`src/mbps_pkg.sv`:
```
// Package for the masked byte pattern scan block.
// Holds shared widths, register indexes and the result item type.
// No dependencies.
package mbps_pkg;

   localparam int CFG_PATTERN_BYTES = 16;   // pattern bytes held in the two config words
   localparam int LEN_W             = 5;
   localparam int OUT_OFFSET_W      = 32;
   localparam int CSR_INDEX_W       = 2;
   localparam int CSR_DATA_W        = 64;
   localparam int BYTE_W            = 8;

   localparam logic [CSR_INDEX_W-1:0] CSR_PATTERN_LOW  = 2'd0;
   localparam logic [CSR_INDEX_W-1:0] CSR_PATTERN_HIGH = 2'd1;
   localparam logic [CSR_INDEX_W-1:0] CSR_CARE_MASK    = 2'd2;
   localparam logic [CSR_INDEX_W-1:0] CSR_PATTERN_LEN  = 2'd3;

   typedef struct packed {
      logic                    found;
      logic [OUT_OFFSET_W-1:0] match_offset;
   } result_type;

   typedef struct packed {
      logic advance;   // an item is taken this cycle
      logic restart;   // that item ends the region
   } cell_ctrl_type;

endpackage

```
`src/mbps_cell.sv`:
```
// One match cell: tracks whether pattern bytes 0..j matched the bytes ending at
// the newest one. Takes the partial-match flag of its left neighbor. Uses mbps_pkg.
module mbps_cell (
   input  logic                        clock,
   input  logic                        reset,
   input  mbps_pkg::cell_ctrl_type     ctrl,
   input  logic [mbps_pkg::BYTE_W-1:0] data_byte,
   input  logic [mbps_pkg::BYTE_W-1:0] pattern_byte,
   input  logic                        care,
   input  logic                        prev_flag,
   output logic                        flag,
   output logic                        match_now
);
   import mbps_pkg::*;

   logic flag_ff;
   logic flag_in;

   // prev_flag is the left cell's state from the previous byte
   assign match_now = prev_flag && (!care || (data_byte == pattern_byte));

   always_comb begin
      flag_in = flag_ff;
      if (ctrl.advance) begin
         flag_in = ctrl.restart ? 1'b0 : match_now;
      end
   end

   always_ff @(posedge clock) begin
      if (reset) begin
         flag_ff <= 1'b0;
      end else begin
         flag_ff <= flag_in;
      end
   end

   assign flag = flag_ff;

endmodule

```
`src/mbps_out_q.sv`:
```
// Two-entry result queue between the scan logic and the result channel.
// Lets the block keep taking items while a result waits. Uses mbps_pkg.
module mbps_out_q (
   input  logic                 clock,
   input  logic                 reset,
   input  logic                 push,
   input  mbps_pkg::result_type push_data,
   output logic                 can_push,
   output logic                 out_valid,
   input  logic                 out_ready,
   output mbps_pkg::result_type out_data
);
   import mbps_pkg::*;

   result_type slot_ff [2];
   result_type slot_in [2];
   logic [1:0] count_ff;
   logic [1:0] count_in;
   logic       pop;
   logic [1:0] wpos;

   assign pop       = out_valid && out_ready;
   assign out_valid = (count_ff != 2'd0);
   assign can_push  = (count_ff != 2'd2);
   assign out_data  = slot_ff[0];
   assign wpos      = count_ff - {1'b0, pop};

   always_comb begin
      slot_in[0] = slot_ff[0];
      slot_in[1] = slot_ff[1];
      if (pop) begin
         slot_in[0] = slot_ff[1];
      end
      if (push) begin
         if (wpos == 2'd0) begin
            slot_in[0] = push_data;
         end else begin
            slot_in[1] = push_data;
         end
      end
      count_in = count_ff + {1'b0, push} - {1'b0, pop};
   end

   always_ff @(posedge clock) begin
      slot_ff[0] <= slot_in[0];
      slot_ff[1] <= slot_in[1];
      if (reset) begin
         count_ff <= 2'd0;
      end else begin
         count_ff <= count_in;
      end
   end

endmodule

```
`src/masked_byte_pattern_scan_top.sv`:
```
// Top level of the masked byte pattern scan: config registers, the row of
// match cells, offset counter and result queue. Uses mbps_pkg, mbps_cell, mbps_out_q.
//
//  channel | ports                           | payload
//  --------+---------------------------------+-----------------------------------
//  input   | req_tvalid/tready/tdata/tlast   | tdata[7:0] data_byte, tlast last_byte
//  result  | rsp_tvalid/tready/tdata/tuser   | tuser found, tdata[31:0] match_offset
//  config  | csr_valid/ready/index/data      | index 0..3 selects register, data 64b
//
// One item per cycle while the output queue has room; the whole cell row updates on each
// taken byte, and a result (if any) enters the output queue in that same cycle.
// The result of the byte that completes the window or ends the region is registered in the output queue.
// Reset is synchronous: cells, counter, match flag, queue and registers clear.
// req_tready drops only while both output queue entries are full.
// csr_ready is always high; the user must write registers only while the block is idle (not enforced).
module masked_byte_pattern_scan_top #(
   parameter int MAX_PATTERN = 16,
   parameter int OFFSET_BITS = 32
) (
   input  logic                              clock,
   input  logic                              reset,
   input  logic                              req_tvalid,
   output logic                              req_tready,
   input  logic [7:0]                        req_tdata,   // [7:0] data_byte
   input  logic                              req_tlast,   // last_byte
   output logic                              rsp_tvalid,
   input  logic                              rsp_tready,
   output logic [mbps_pkg::OUT_OFFSET_W-1:0] rsp_tdata,   // [31:0] match_offset
   output logic                              rsp_tuser,   // [0] found
   input  logic                              csr_valid,
   output logic                              csr_ready,
   input  logic [mbps_pkg::CSR_INDEX_W-1:0]  csr_index,
   input  logic [mbps_pkg::CSR_DATA_W-1:0]   csr_data
);
   import mbps_pkg::*;

   logic [CSR_DATA_W-1:0]        pat_low_ff, pat_high_ff;
   logic [CFG_PATTERN_BYTES-1:0] care_ff;
   logic [LEN_W-1:0]             len_ff;

   logic [OFFSET_BITS-1:0] bytes_seen_ff, bytes_seen_in;
   logic [OFFSET_BITS-1:0] taken, off;
   logic                   done_ff, done_in;

   logic                         accept;
   cell_ctrl_type                ctrl;
   logic [2*CSR_DATA_W-1:0]      pat_all;
   logic [MAX_PATTERN-1:0]       flags;
   logic [MAX_PATTERN-1:0]       match_now;
   logic                         len_hit;
   logic                         hit;
   logic                         push;
   logic                         can_push;
   result_type                   push_data;
   result_type                   out_data;
   logic [OUT_OFFSET_W-1:0]      off_out;

   // configuration
   assign csr_ready = 1'b1;

   always_ff @(posedge clock) begin
      if (reset) begin
         pat_low_ff  <= '0;
         pat_high_ff <= '0;
         care_ff     <= '0;
         len_ff      <= '0;
      end else if (csr_valid && csr_ready) begin
         case (csr_index)
            CSR_PATTERN_LOW:  pat_low_ff  <= csr_data;
            CSR_PATTERN_HIGH: pat_high_ff <= csr_data;
            CSR_CARE_MASK:    care_ff     <= csr_data[CFG_PATTERN_BYTES-1:0];
            CSR_PATTERN_LEN:  len_ff      <= csr_data[LEN_W-1:0];
            default: ;
         endcase
      end
   end

   assign accept       = req_tvalid && req_tready;
   assign req_tready   = can_push;
   assign pat_all      = {pat_high_ff, pat_low_ff};

   always_comb begin
      ctrl.advance = accept;
      ctrl.restart = req_tlast;
   end

   // cell row; bytes beyond the configured sixteen are wildcards
   for (genvar j = 0; j < MAX_PATTERN; j++) begin : g_cell
      logic [BYTE_W-1:0] pbyte;
      logic              pcare;
      logic              prev;
      if (j < CFG_PATTERN_BYTES) begin : g_cfg
         assign pbyte = pat_all[BYTE_W*j +: BYTE_W];
         assign pcare = care_ff[j];
      end else begin : g_wild
         assign pbyte = '0;
         assign pcare = 1'b0;
      end
      if (j == 0) begin : g_first
         assign prev = 1'b1;
      end else begin : g_next
         assign prev = flags[j-1];
      end
      mbps_cell u_cell (
         .clock        (clock),
         .reset        (reset),
         .ctrl         (ctrl),
         .data_byte    (req_tdata),
         .pattern_byte (pbyte),
         .care         (pcare),
         .prev_flag    (prev),
         .flag         (flags[j]),
         .match_now    (match_now[j])
      );
   end

   // zero length and lengths past the row never select a cell
   always_comb begin
      len_hit = 1'b0;
      for (int j = 0; j < MAX_PATTERN; j++) begin
         if ((32'(len_ff) == j + 1) && match_now[j]) begin
            len_hit = 1'b1;
         end
      end
   end

   assign taken = bytes_seen_ff + 1'b1;
   assign off   = taken - {{(OFFSET_BITS-LEN_W){1'b0}}, len_ff};
   assign hit   = accept && !done_ff && len_hit;
   assign push  = hit || (accept && req_tlast && !done_ff);

   if (OFFSET_BITS >= OUT_OFFSET_W) begin : g_off_trunc
      assign off_out = off[OUT_OFFSET_W-1:0];
   end else begin : g_off_ext
      assign off_out = {{(OUT_OFFSET_W-OFFSET_BITS){1'b0}}, off};
   end

   always_comb begin
      push_data.found        = hit;
      push_data.match_offset = hit ? off_out : '0;
   end

   always_comb begin
      bytes_seen_in = bytes_seen_ff;
      done_in       = done_ff;
      if (accept) begin
         if (req_tlast) begin
            bytes_seen_in = '0;
            done_in       = 1'b0;
         end else begin
            bytes_seen_in = taken;
            done_in       = done_ff || hit;
         end
      end
   end

   always_ff @(posedge clock) begin
      if (reset) begin
         bytes_seen_ff <= '0;
         done_ff       <= 1'b0;
      end else begin
         bytes_seen_ff <= bytes_seen_in;
         done_ff       <= done_in;
      end
   end

   mbps_out_q u_out_q (
      .clock     (clock),
      .reset     (reset),
      .push      (push),
      .push_data (push_data),
      .can_push  (can_push),
      .out_valid (rsp_tvalid),
      .out_ready (rsp_tready),
      .out_data  (out_data)
   );

   assign rsp_tuser = out_data.found;
   assign rsp_tdata = out_data.match_offset;

   // stalling the input only happens with results pending
   a_stall_has_rsp: assert property (@(posedge clock) disable iff (reset)
      !req_tready |-> rsp_tvalid)
      else $error("input stalled with empty result queue");

   // end of region restarts the scan
   a_region_restart: assert property (@(posedge clock) disable iff (reset)
      (accept && req_tlast) |=> (!done_ff && bytes_seen_ff == '0 && flags == '0))
      else $error("scan state not cleared after last byte");

   // only one match per region
   a_single_match: assert property (@(posedge clock) disable iff (reset)
      (accept && !req_tlast && done_ff) |=> done_ff)
      else $error("match flag dropped inside a region");

endmodule

```
`config.mk`:
```
export PLATFORM = sky130hd
export DESIGN_NAME = masked_byte_pattern_scan_top
export DESIGN_NICKNAME = d
export VERILOG_FILES = /design/src/mbps_pkg.sv /design/src/mbps_cell.sv /design/src/mbps_out_q.sv /design/src/masked_byte_pattern_scan_top.sv
export SDC_FILE = /design/constraint.sdc
export NUM_CORES = 1
export LEC_CHECK = 0
export BUFFER_PORTS_ARGS = -buffer_cell sky130_fd_sc_hd__buf_4
export CORE_MARGIN = 2
export CORE_UTILIZATION = 30
export CTS_CLUSTER_SIZE = 24
export DETAILED_ROUTE_END_ITERATION = 16
export PLACE_DENSITY = 0.47
export SLEW_MARGIN = 20
export SYNTH_ARGS = -nofsm -noshare
export SYNTH_HDL_FRONTEND = slang
export SYNTH_HIERARCHICAL = 1
export SYNTH_SLANG_ARGS = --single-unit
export TNS_END_PERCENT = 20
```
`constraint.sdc`:
```
create_clock -name clock -period 5.5 [get_ports clock]
set_clock_uncertainty 0.15 [all_clocks]
set_input_delay 0.275 -clock clock [delete_from_list [all_inputs] [get_ports clock]]
set_output_delay 0.275 -clock clock [all_outputs]
set_load 0.005 [all_outputs]
```
==> impl_metrics.json, run 1 <==
{
  "num-fill-cells": 4700,
  "cts_resized": 0,
  "ir_worst_vdd_v": 0.0002261,
  "clkPwrFrac_pct": 41.8,
  "start_util_pct": 30.31,
  "slew_headroom_pct": 31.63,
  "hpwl_microns": 25110,
  "drv_slew": 0,
  "cp_data_arrival_time_ns": 4.89,
  "path_max_fanout": 9,
  "ctsHtreeMaxLevel": 1,
  "die-area_sq_mm": 0.04748,
  "required_ns": 5.81,
  "rows": 78,
  "max_freq_mhz": 218.5,
  "clk_pin_slew_ns": 0.06,
  "grt_pass1_wl_microns": 61720,
  "p_seq_share_pct": 43.6,
  "setup_viol": 0,
  "fin_crit_sh_pct": 83.19,
  "routed_wl_microns": 38660,
  "timing.max_cap.violations": 0,
  "fin_tns_setup_ns": 0,
  "drt_iter0_drc": 562,
  "chipHeight_microns": 217.9,
  "nets": 1777,
  "yosys_warnings": 6,
  "core_region_area_sq_mm": 0.04528,
  "insertion_delay_ns": 0.59,
  "tightest_slew_ns": 1.026,
  "end_kind": "register",
  "antenna_found_initial": 1,
  "drcViolationCount": 0,
  "path_class": "register to register",
  "cts_inserted_buffers": 31,
  "clock-sinks": 265,
  "critPathSlowestCell": "nand4bb_1",
  "routabilityCongestion": 0.7897,
  "pin_count": 116,
  "power_density_mw_per_mm2": 294.2,
  "hp-class": "input port to register",
  "clockBufferDepth": 3,
  "rsz0062_at_grt": "false",
  "fp.dieW_microns": 217.9,
  "avgSynthCellArea_sq_um": 8.655,
  "slowest_delay_ns": 0.65,
  "wl_per_cell_microns": 16.70,
  "timing_hold_violations_final": 0,
  "synthesis.area_sq_mm": 0.01373,
  "grt_pass1_vias": 11040,
  "p_leak_nw": 5.985,
  "grt_max_degree": 142,
  "cp_cell_sequence": "ha_1, nand3_4, xnor2_1, ha_1, or2_2, o22ai_1, o211ai_1, nand4bb_1, nor4_1, mux2_2, mux2_2",
  "cp-start-kind": "register",
  "cts_tree": "yes",
  "grt-ovfl-total": 0,
  "vias": 11340,
  "ctsRootBufferMaster": "clkbuf_16",
  "postSynthCellCount": 1586,
  "post_cts_buffers": 0,
  "vias_per_cell": 4.896,
  "p_sw_mw": 1.216,
  "postRouteAntennaNets": 0,
  "outcome": "finished, final reports clean",
  "firstDrtPassIters": 5,
  "switching_share_pct": 25.02,
  "share_comb_of_total_power_pct": 14.6,
  "port_buffers": 114,
  "drive_above_1_share_pct": 17.45,
  "grt_use_total_pct": 16.10,
  "synthToLayoutAreaGrowth_pct": 20.32,
  "min_period_ns": 4.576,
  "p_int_mw": 3.643,
  "hold_ws_ns": 0.05105
}
## cell usage in the layout, fill, tap and decap left out, drive strengths merged, types with 4 or more instances in the layout
cell and instances:
nor3 21, and2 22, dlygate4sd3 65, nand2b 4, ha 7, a22oi 12
o21ai 45, edfxtp 33, xnor2 152, mux2i 13, buf 129, o31a 5
xor2 10, and3 14, nand4 43, nor4 12, nand3 24, and4 6
nor2b 5, inv 21, a31oi 8, nand2 319, nor2 91, dfxtp 232
clkinv 5, clkbuf 51, or2 9, a41o 16, mux2 71, nor3b 19
a21oi 183, o21a 4, or3 8
## final timing paths
kind / from / to / slack (ns) / cells after the start
setup / recovery: bytes_seen_ff[0] / u_out_q/slot_ff[0][31] / 0.92 / 11
hold / removal: csr_index[0] / care_ff[3] / 0.05 / 4
setup reg to reg: bytes_seen_ff[0] / u_out_q/slot_ff[0][31] / 0.92 / 11
hold reg to reg: care_ff[1] / care_ff[1] / 0.31 / 2
## critical path: cells and delay by family (launching register included)
kind / cells / cell delay (ns)
simple gates: 4 / 1.62
compound gates: 2 / 0.79
mux: 2 / 0.67
fa+ha+maj: 2 / 0.65
flops: 1 / 0.43
xor+xnor: 1 / 0.17
## layout make-up
class                      instances  area (sq um)  area share, %
tap                              600         750.7          4.545
clock inverter                     7         73.82         0.4470
antenna                            2         5.005        0.03030
timing repair buffer             195          1640          9.932
clock buffer                      50         937.1          5.674
inverter                          20         75.07         0.4545
multi-input combinational       1176          7398          44.80
sequential                       265          5635          34.12
## per-layer routing
metal | share of wire [%] | GRT usage, % | routed length, microns | vias up
li1 | - | - | - | 5670
met1 | 47 | 21.32 | 18050 | 5404
met2 | 48 | 27.98 | 18480 | 222
met3 | 3.9 | 2.218 | 1521 | 39
met4 | 1.6 | 3.016 | 601 | 0
met5 | 0 | 0 | 0 | -
## timing repair
action / CTS / global route
endpoints found under the setup margin: 0 / 0
endpoints found under the hold margin: 150 / 0
hold buffers: 65 / 0
## power groups by stage
| stage | registers [mW] | logic, mW | clock network, mW |
|---|---|---|---|
| floorplan | 2.14 | 0.484 | 0 |
| global placement | 2.16 | 0.678 | 0 |
| detailed placement | 2.16 | 0.682 | 0 |
| CTS | 2.12 | 0.722 | 2.09 |
| global route | 2.13 | 0.779 | 2.16 |
| finish | 2.12 | 0.710 | 2.03 |
## metrics by stage
step / cells / power, mW / area [sq um] / utilization [%] / worst slack (ns)
finish: 2315 / 4.859 / 16520 / 36.47 / 0.9243
global route: 2314 / 5.072 / 16510 / 36.47 / 0.7090
CTS: 2312 / 4.934 / 16490 / 36.42 / 0.9877
detailed placement: 2190 / 2.842 / 14830 / 32.75 / 0.9855
global placement: 2190 / 2.835 / 14830 / 32.75 / 1.182
floorplan: 1588 / 2.625 / 13730 / - / 0.5012
## flip-flops by register name (all words and copies together) (netlist names)
| signal | flops |
|---|---|
| len_ff | 5 |
| pat_high_ff | 64 |
| care_ff | 16 |
| done_ff | 1 |
| u_out_q/count_ff | 2 |
| u_out_q/slot_ff | 66 |
| g_cell.u_cell/flag | 15 |
| bytes_seen_ff | 32 |
| pat_low_ff | 64 |
Power figures use the tool's default switching activity.
==> run 2: changes to the inputs <==
==> constraint.sdc (replaced) <==
create_clock -name clock -period 4.3 [get_ports clock]
set_clock_uncertainty 0.15 [all_clocks]
set_input_delay 0.215 -clock clock [delete_from_list [all_inputs] [get_ports clock]]
set_output_delay 0.215 -clock clock [all_outputs]
set_load 0.005 [all_outputs]
==> run 2 against run 1 <==
Maximum frequency grew 15%. Global-route usage about the same. Cell count is 0.30% higher. Die area did not move. Routed wire length grew 0.14%. Non-clock buffer count increased by 10. Via count grew 0.16%. Worst setup slack lost 0.59 ns. Clock power is 38% higher. Final area increased by 1.1%. Flip-flop and latch count did not move. Critical endpoint unchanged. Sequential share of layout area fell by 0.38 points.
==> impl_metrics.json, run 2 (synthesized netlist as in run 1, its figures left out) <==
{
  "drive_above_1_share_pct": 18.06,
  "p_leak_nw": 6.086,
  "cp_cell_sequence": "ha_1, nand3_4, xnor2_1, ha_1, or2_2, o22ai_1, o211ai_1, nand4bb_2, nor4_1, mux2_2, mux2_2",
  "chipHeight_microns": 217.9,
  "largest-register": "u_out_q/slot_ff",
  "min_period_ns": 3.971,
  "switching_share_pct": 24.43,
  "ctsRootBufferMaster": "clkbuf_16",
  "path_delay_family": "simple AND/OR/NAND/NOR gates",
  "end_kind": "register",
  "grt_pass1_vias": 11000,
  "timing.max_cap.violations": 0,
  "core_region_area_sq_mm": 0.04528,
  "hpwl_microns": 25350,
  "fin_total_pwr_mw": 6.424,
  "clk_pin_slew_ns": 0.06,
  "largestRegisters": "u_out_q/slot_ff: 66 flops, pat_high_ff: 64 flops, pat_low_ff: 64 flops",
  "firstDrtPassIters": 6,
  "die-area_sq_mm": 0.04748,
  "antenna_found_initial": 0,
  "fin_crit_sh_pct": 92.34,
  "dpl_cell_area_sq_mm": 0.01495,
  "p_sw_mw": 1.570,
  "start_util_pct": 30.31,
  "cp_num_cells": 11,
  "path_class": "register to register",
  "p_seq_share_pct": 42.1,
  "wl_per_cell_microns": 16.67,
  "timing_hold_violations_final": 0,
  "tightest_slew_ns": 1.051,
  "hp-class": "input port to register",
  "vias_per_cell": 4.889,
  "hold_depth": 5,
  "path_max_fanout": 9,
  "routabilityCongestion": 0.7978,
  "final_cells": 2322,
  "grt_use_total_pct": 16.11,
  "postRouteAntennaNets": 0,
  "cts_inserted_buffers": 31,
  "power_density_mw_per_mm2": 384.7,
  "largest_reg_flops": 66,
  "port_buffers": 114,
  "fin_tns_setup_ns": 0,
  "clkPwrFrac_pct": 43.7,
  "required_ns": 4.62,
  "fp.dieW_microns": 217.9,
  "cts_tree": "yes",
  "clockBufferDepth": 3,
  "ctsHtreeMaxLevel": 1,
  "final_cell_mix": "nand2_1, dfxtp_1, a21oi_1",
  "reg2regPathDepth": 11,
  "drt_iter0_drc": 641,
  "vias": 11350,
  "max_freq_mhz": 251.9,
  "grt-ovfl-total": 0,
  "rows": 78,
  "slowest_delay_ns": 0.54,
  "nets": 1787,
  "n_antenna_cell": 0,
  "routed_wl_microns": 38710,
  "clock-sinks": 265,
  "drcViolationCount": 0,
  "outcome": "finished, final reports clean",
  "cp-start-kind": "register",
  "p_int_mw": 4.855,
  "ir_worst_vdd_v": 0.0003046,
  "setup_slack_ns": 0.3295,
  "grt_pass1_wl_microns": 61490,
  "grt_max_degree": 121,
  "pin_count": 116,
  "critPathSlowestCell": "nand4bb_2",
  "dp_cells": 2201,
  "final_area_sq_mm": 0.01670,
  "synthToLayoutAreaGrowth_pct": 21.66,
  "setup_viol": 0,
  "layout_commonest_cell": "nand2_1",
  "dp_slack_ns": 0.2158,
  "cp_data_arrival_time_ns": 4.29,
  "share_comb_of_total_power_pct": 14.3,
  "rsz0062_at_grt": "false",
  "drv_slew": 0,
  "insertion_delay_ns": 0.58,
  "critPathBufInv": 0,
  "slew_headroom_pct": 29.96
}
## run 2: final timing paths
path | from | endpoint | slack [ns]
worst max register to register | bytes_seen_ff[0] | u_out_q/slot_ff[0][31] | 0.33
worst max-delay path | bytes_seen_ff[0] | u_out_q/slot_ff[0][31] | 0.33
worst min-delay path | csr_index[0] | care_ff[4] | 0.05
worst min register to register | care_ff[4] | care_ff[4] | 0.31
## run 2: tightest hold or removal path, stage by stage
cell,delay [ns]
buf_4,0.12
nor2_1,0.05
buf_4,0.20
nand2_1,0.09
a21oi_1,0.05
## run 2: cell type report
class,instances,area [sq um]
fillers,4677,28580
multi-input cells,1176,7401
inverters,20,75.07
well taps,600,750.7
clock inverters,13,214.0
flip-flops and latches,265,5635
clock buffers,43,880.8
repair buffers,205,1743
## run 2: layer usage
metal / wire [microns] / track usage (%)
met1: 18180 / 21.24
met2: 18640 / 28.14
met3: 1167 / 1.980
met4: 721 / 3.356
met5: 0 / 0
## run 2: per-stage QoR
step                hold slack [ns]  utilization [%]
finish                      0.04839            36.88
global route                0.07755            36.88
CTS                         0.02349            36.87
detailed placement           0.2988            33.01
global placement             0.2913            33.01
floorplan                    0.1341                -
## run 2: power groups by stage
stage	Clock, mW	Sequential, mW	Combinational, mW
finish	2.80	2.70	0.916
global route	3.00	2.72	1.00
CTS	2.90	2.71	0.932
detailed placement	0	2.76	0.881
global placement	0	2.76	0.875
floorplan	0	2.74	0.620
## run 2: what timing repair did
action                                  in CTS  in global routing
endpoints found under the setup margin       0                  2
buffers inserted                             0                  0
gates resized for setup                      0                  1
hold buffers                                65                  0
hold endpoints to repair                   150                  0
==> run 3: changes to the inputs <==
--- a/config.mk
+++ b/config.mk
@@ -10,6 +10,7 @@
 export CORE_UTILIZATION = 30
 export CTS_CLUSTER_SIZE = 24
 export DETAILED_ROUTE_END_ITERATION = 16
+export MAX_ROUTING_LAYER = met4
 export PLACE_DENSITY = 0.47
 export SLEW_MARGIN = 20
 export SYNTH_ARGS = -nofsm -noshare
==> constraint.sdc (replaced) <==
create_clock -name clock -period 4.3 [get_ports clock]
set_clock_uncertainty 0.15 [all_clocks]
set_input_delay 0.215 -clock clock [delete_from_list [all_inputs] [get_ports clock]]
set_output_delay 0.215 -clock clock [all_outputs]
set_load 0.05 [all_outputs]
==> run 3 against run 2 <==
Combinational power increased by 27%. Utilization about the same. Critical path depth unchanged. Clock-buffer cell count increased by 1. Global-route usage increased by 0.73 points. Critical path type unchanged.
==> impl_metrics.json, run 3 (synthesized netlist as in run 1, its figures left out) <==
{
  "port_buffers": 114,
  "path_max_fanout": 8,
  "grt_use_total_pct": 16.85,
  "fin_tns_setup_ns": 0,
  "vias_per_cell": 4.863,
  "routabilityCongestion": 0.8087,
  "largest_reg_flops": 66,
  "dp_slack_ns": 0.3609,
  "hold_ws_ns": 0.04543,
  "grt_pass1_vias": 11240,
  "antenna_found_initial": 1,
  "grt-ovfl-total": 0,
  "largest-register": "u_out_q/slot_ff",
  "p_leak_nw": 6.091,
  "ctsHtreeMaxLevel": 1,
  "pin_count": 116,
  "cts_inserted_buffers": 31,
  "largestRegisters": "u_out_q/slot_ff: 66 flops, pat_high_ff: 64 flops, pat_low_ff: 64 flops",
  "rsz0062_at_grt": "false",
  "slew_headroom_pct": 32.76,
  "ctsRootBufferMaster": "clkbuf_16",
  "cp_data_arrival_time_ns": 4.31,
  "clock-sinks": 265,
  "setup_viol": 0,
  "drcViolationCount": 0,
  "cts_tree": "yes",
  "synthToLayoutAreaGrowth_pct": 21.63,
  "timing_hold_violations_final": 0,
  "final-seq-area_sq_mm": 0.005635,
  "postRouteAntennaNets": 0,
  "dp_cells": 2205,
  "end_kind": "register",
  "power_density_mw_per_mm2": 393.5,
  "clockBufferDepth": 3,
  "timing.max_cap.violations": 0,
  "firstDrtPassIters": 5,
  "min_period_ns": 3.988,
  "ctsHoldBuffers": 68,
  "multi_input_area_sq_mm": 0.007401,
  "drv_slew": 0,
  "drt_iter0_drc": 557,
  "rows": 78,
  "cp-start-kind": "register",
  "core_region_area_sq_mm": 0.04528,
  "setup_slack_ns": 0.3120,
  "drive_above_1_share_pct": 18.16,
  "cts_resized": 0,
  "final_cell_mix": "nand2_1, dfxtp_1, a21oi_1",
  "final_cells": 2329,
  "path_delay_family": "compound AO/OA/AOI/OAI gates",
  "fin_crit_sh_pct": 92.74,
  "critPathBufInv": 0,
  "grt_max_degree": 110,
  "routed_wl_microns": 39250,
  "cp_cell_sequence": "ha_1, xor2_1, ha_1, nor2b_1, o21a_1, o21a_1, a2111oi_4, nand4b_4, mux2i_1, mux2_2, mux2_2",
  "dpl_cell_area_sq_mm": 0.01497,
  "nets": 1794,
  "insertion_delay_ns": 0.59,
  "path_class": "register to register",
  "post_cts_buffers": 0,
  "chipHeight_microns": 217.9,
  "critPathSlowestCell": "a2111oi_4",
  "n_antenna_cell": 0,
  "wl_per_cell_microns": 16.85,
  "clk_pin_slew_ns": 0.06,
  "slowest_delay_ns": 0.67,
  "fp.dieW_microns": 217.9,
  "tightest_slew_ns": 1.005,
  "final_area_sq_mm": 0.01670,
  "grt_pass1_wl_microns": 62130,
  "hp-class": "input port to register",
  "die-area_sq_mm": 0.04748,
  "ir_worst_vdd_v": 0.0002897,
  "hpwl_microns": 26030,
  "start_util_pct": 30.31,
  "max_freq_mhz": 250.8,
  "vias": 11330,
  "required_ns": 4.62,
  "num-fill-cells": 4725,
  "layout_commonest_cell": "nand2_1",
  "outcome": "finished, final reports clean"
}
-- run 3: area by class of cell --
type	count	share of cell area, %
clock buffers	44	5.358
clock inverters	12	0.8918
inverters	20	0.4496
multi-input cells	1176	44.33
flip-flops and latches	265	33.75
well taps	600	4.496
repair buffers	212	10.72
-- run 3: worst reg2reg max path: cells and delay by family (launching register included) --
family          cells  cell delay (ns)
compound gates      3             1.15
xor+xnor            1             0.24
fa+ha+maj           2             0.66
mux                 3             0.85
flops               1             0.42
simple gates        2             0.43
-- run 3: path summary, 6_finish.rpt --
path	from	end	slack, ns	cells after the start
hold / removal	reset	pat_high_ff[57]	0.05	2
setup / recovery	bytes_seen_ff[0]	u_out_q/slot_ff[0][24]	0.31	11
hold reg to reg	care_ff[6]	care_ff[6]	0.31	2
setup reg to reg	bytes_seen_ff[0]	u_out_q/slot_ff[0][24]	0.31	11
-- run 3: routing by layer --
| metal | wire [microns] | global-route usage [%] | part of all wire [%] |
|---|---|---|---|
| met5 | 0 | - | 0 |
| met4 | 742 | 3.605 | 1.9 |
| met3 | 1449 | 2.050 | 3.7 |
| met2 | 19660 | 29.87 | 50 |
| met1 | 17390 | 20.42 | 44 |
-- run 3: report_power, final --
part | switching [mW] | internal (mW)
registers | 0.0773 | 2.63
logic | 0.660 | 0.502
clock network | 1.08 | 1.62
total | 1.82 | 4.75
-- run 3: through the flow --
step	utilization, %	total power [mW]
detailed placement	33.06	3.890
finish	36.87	6.569
CTS	36.87	6.667
global route	36.87	6.849
floorplan	-	3.606
global placement	33.06	3.879
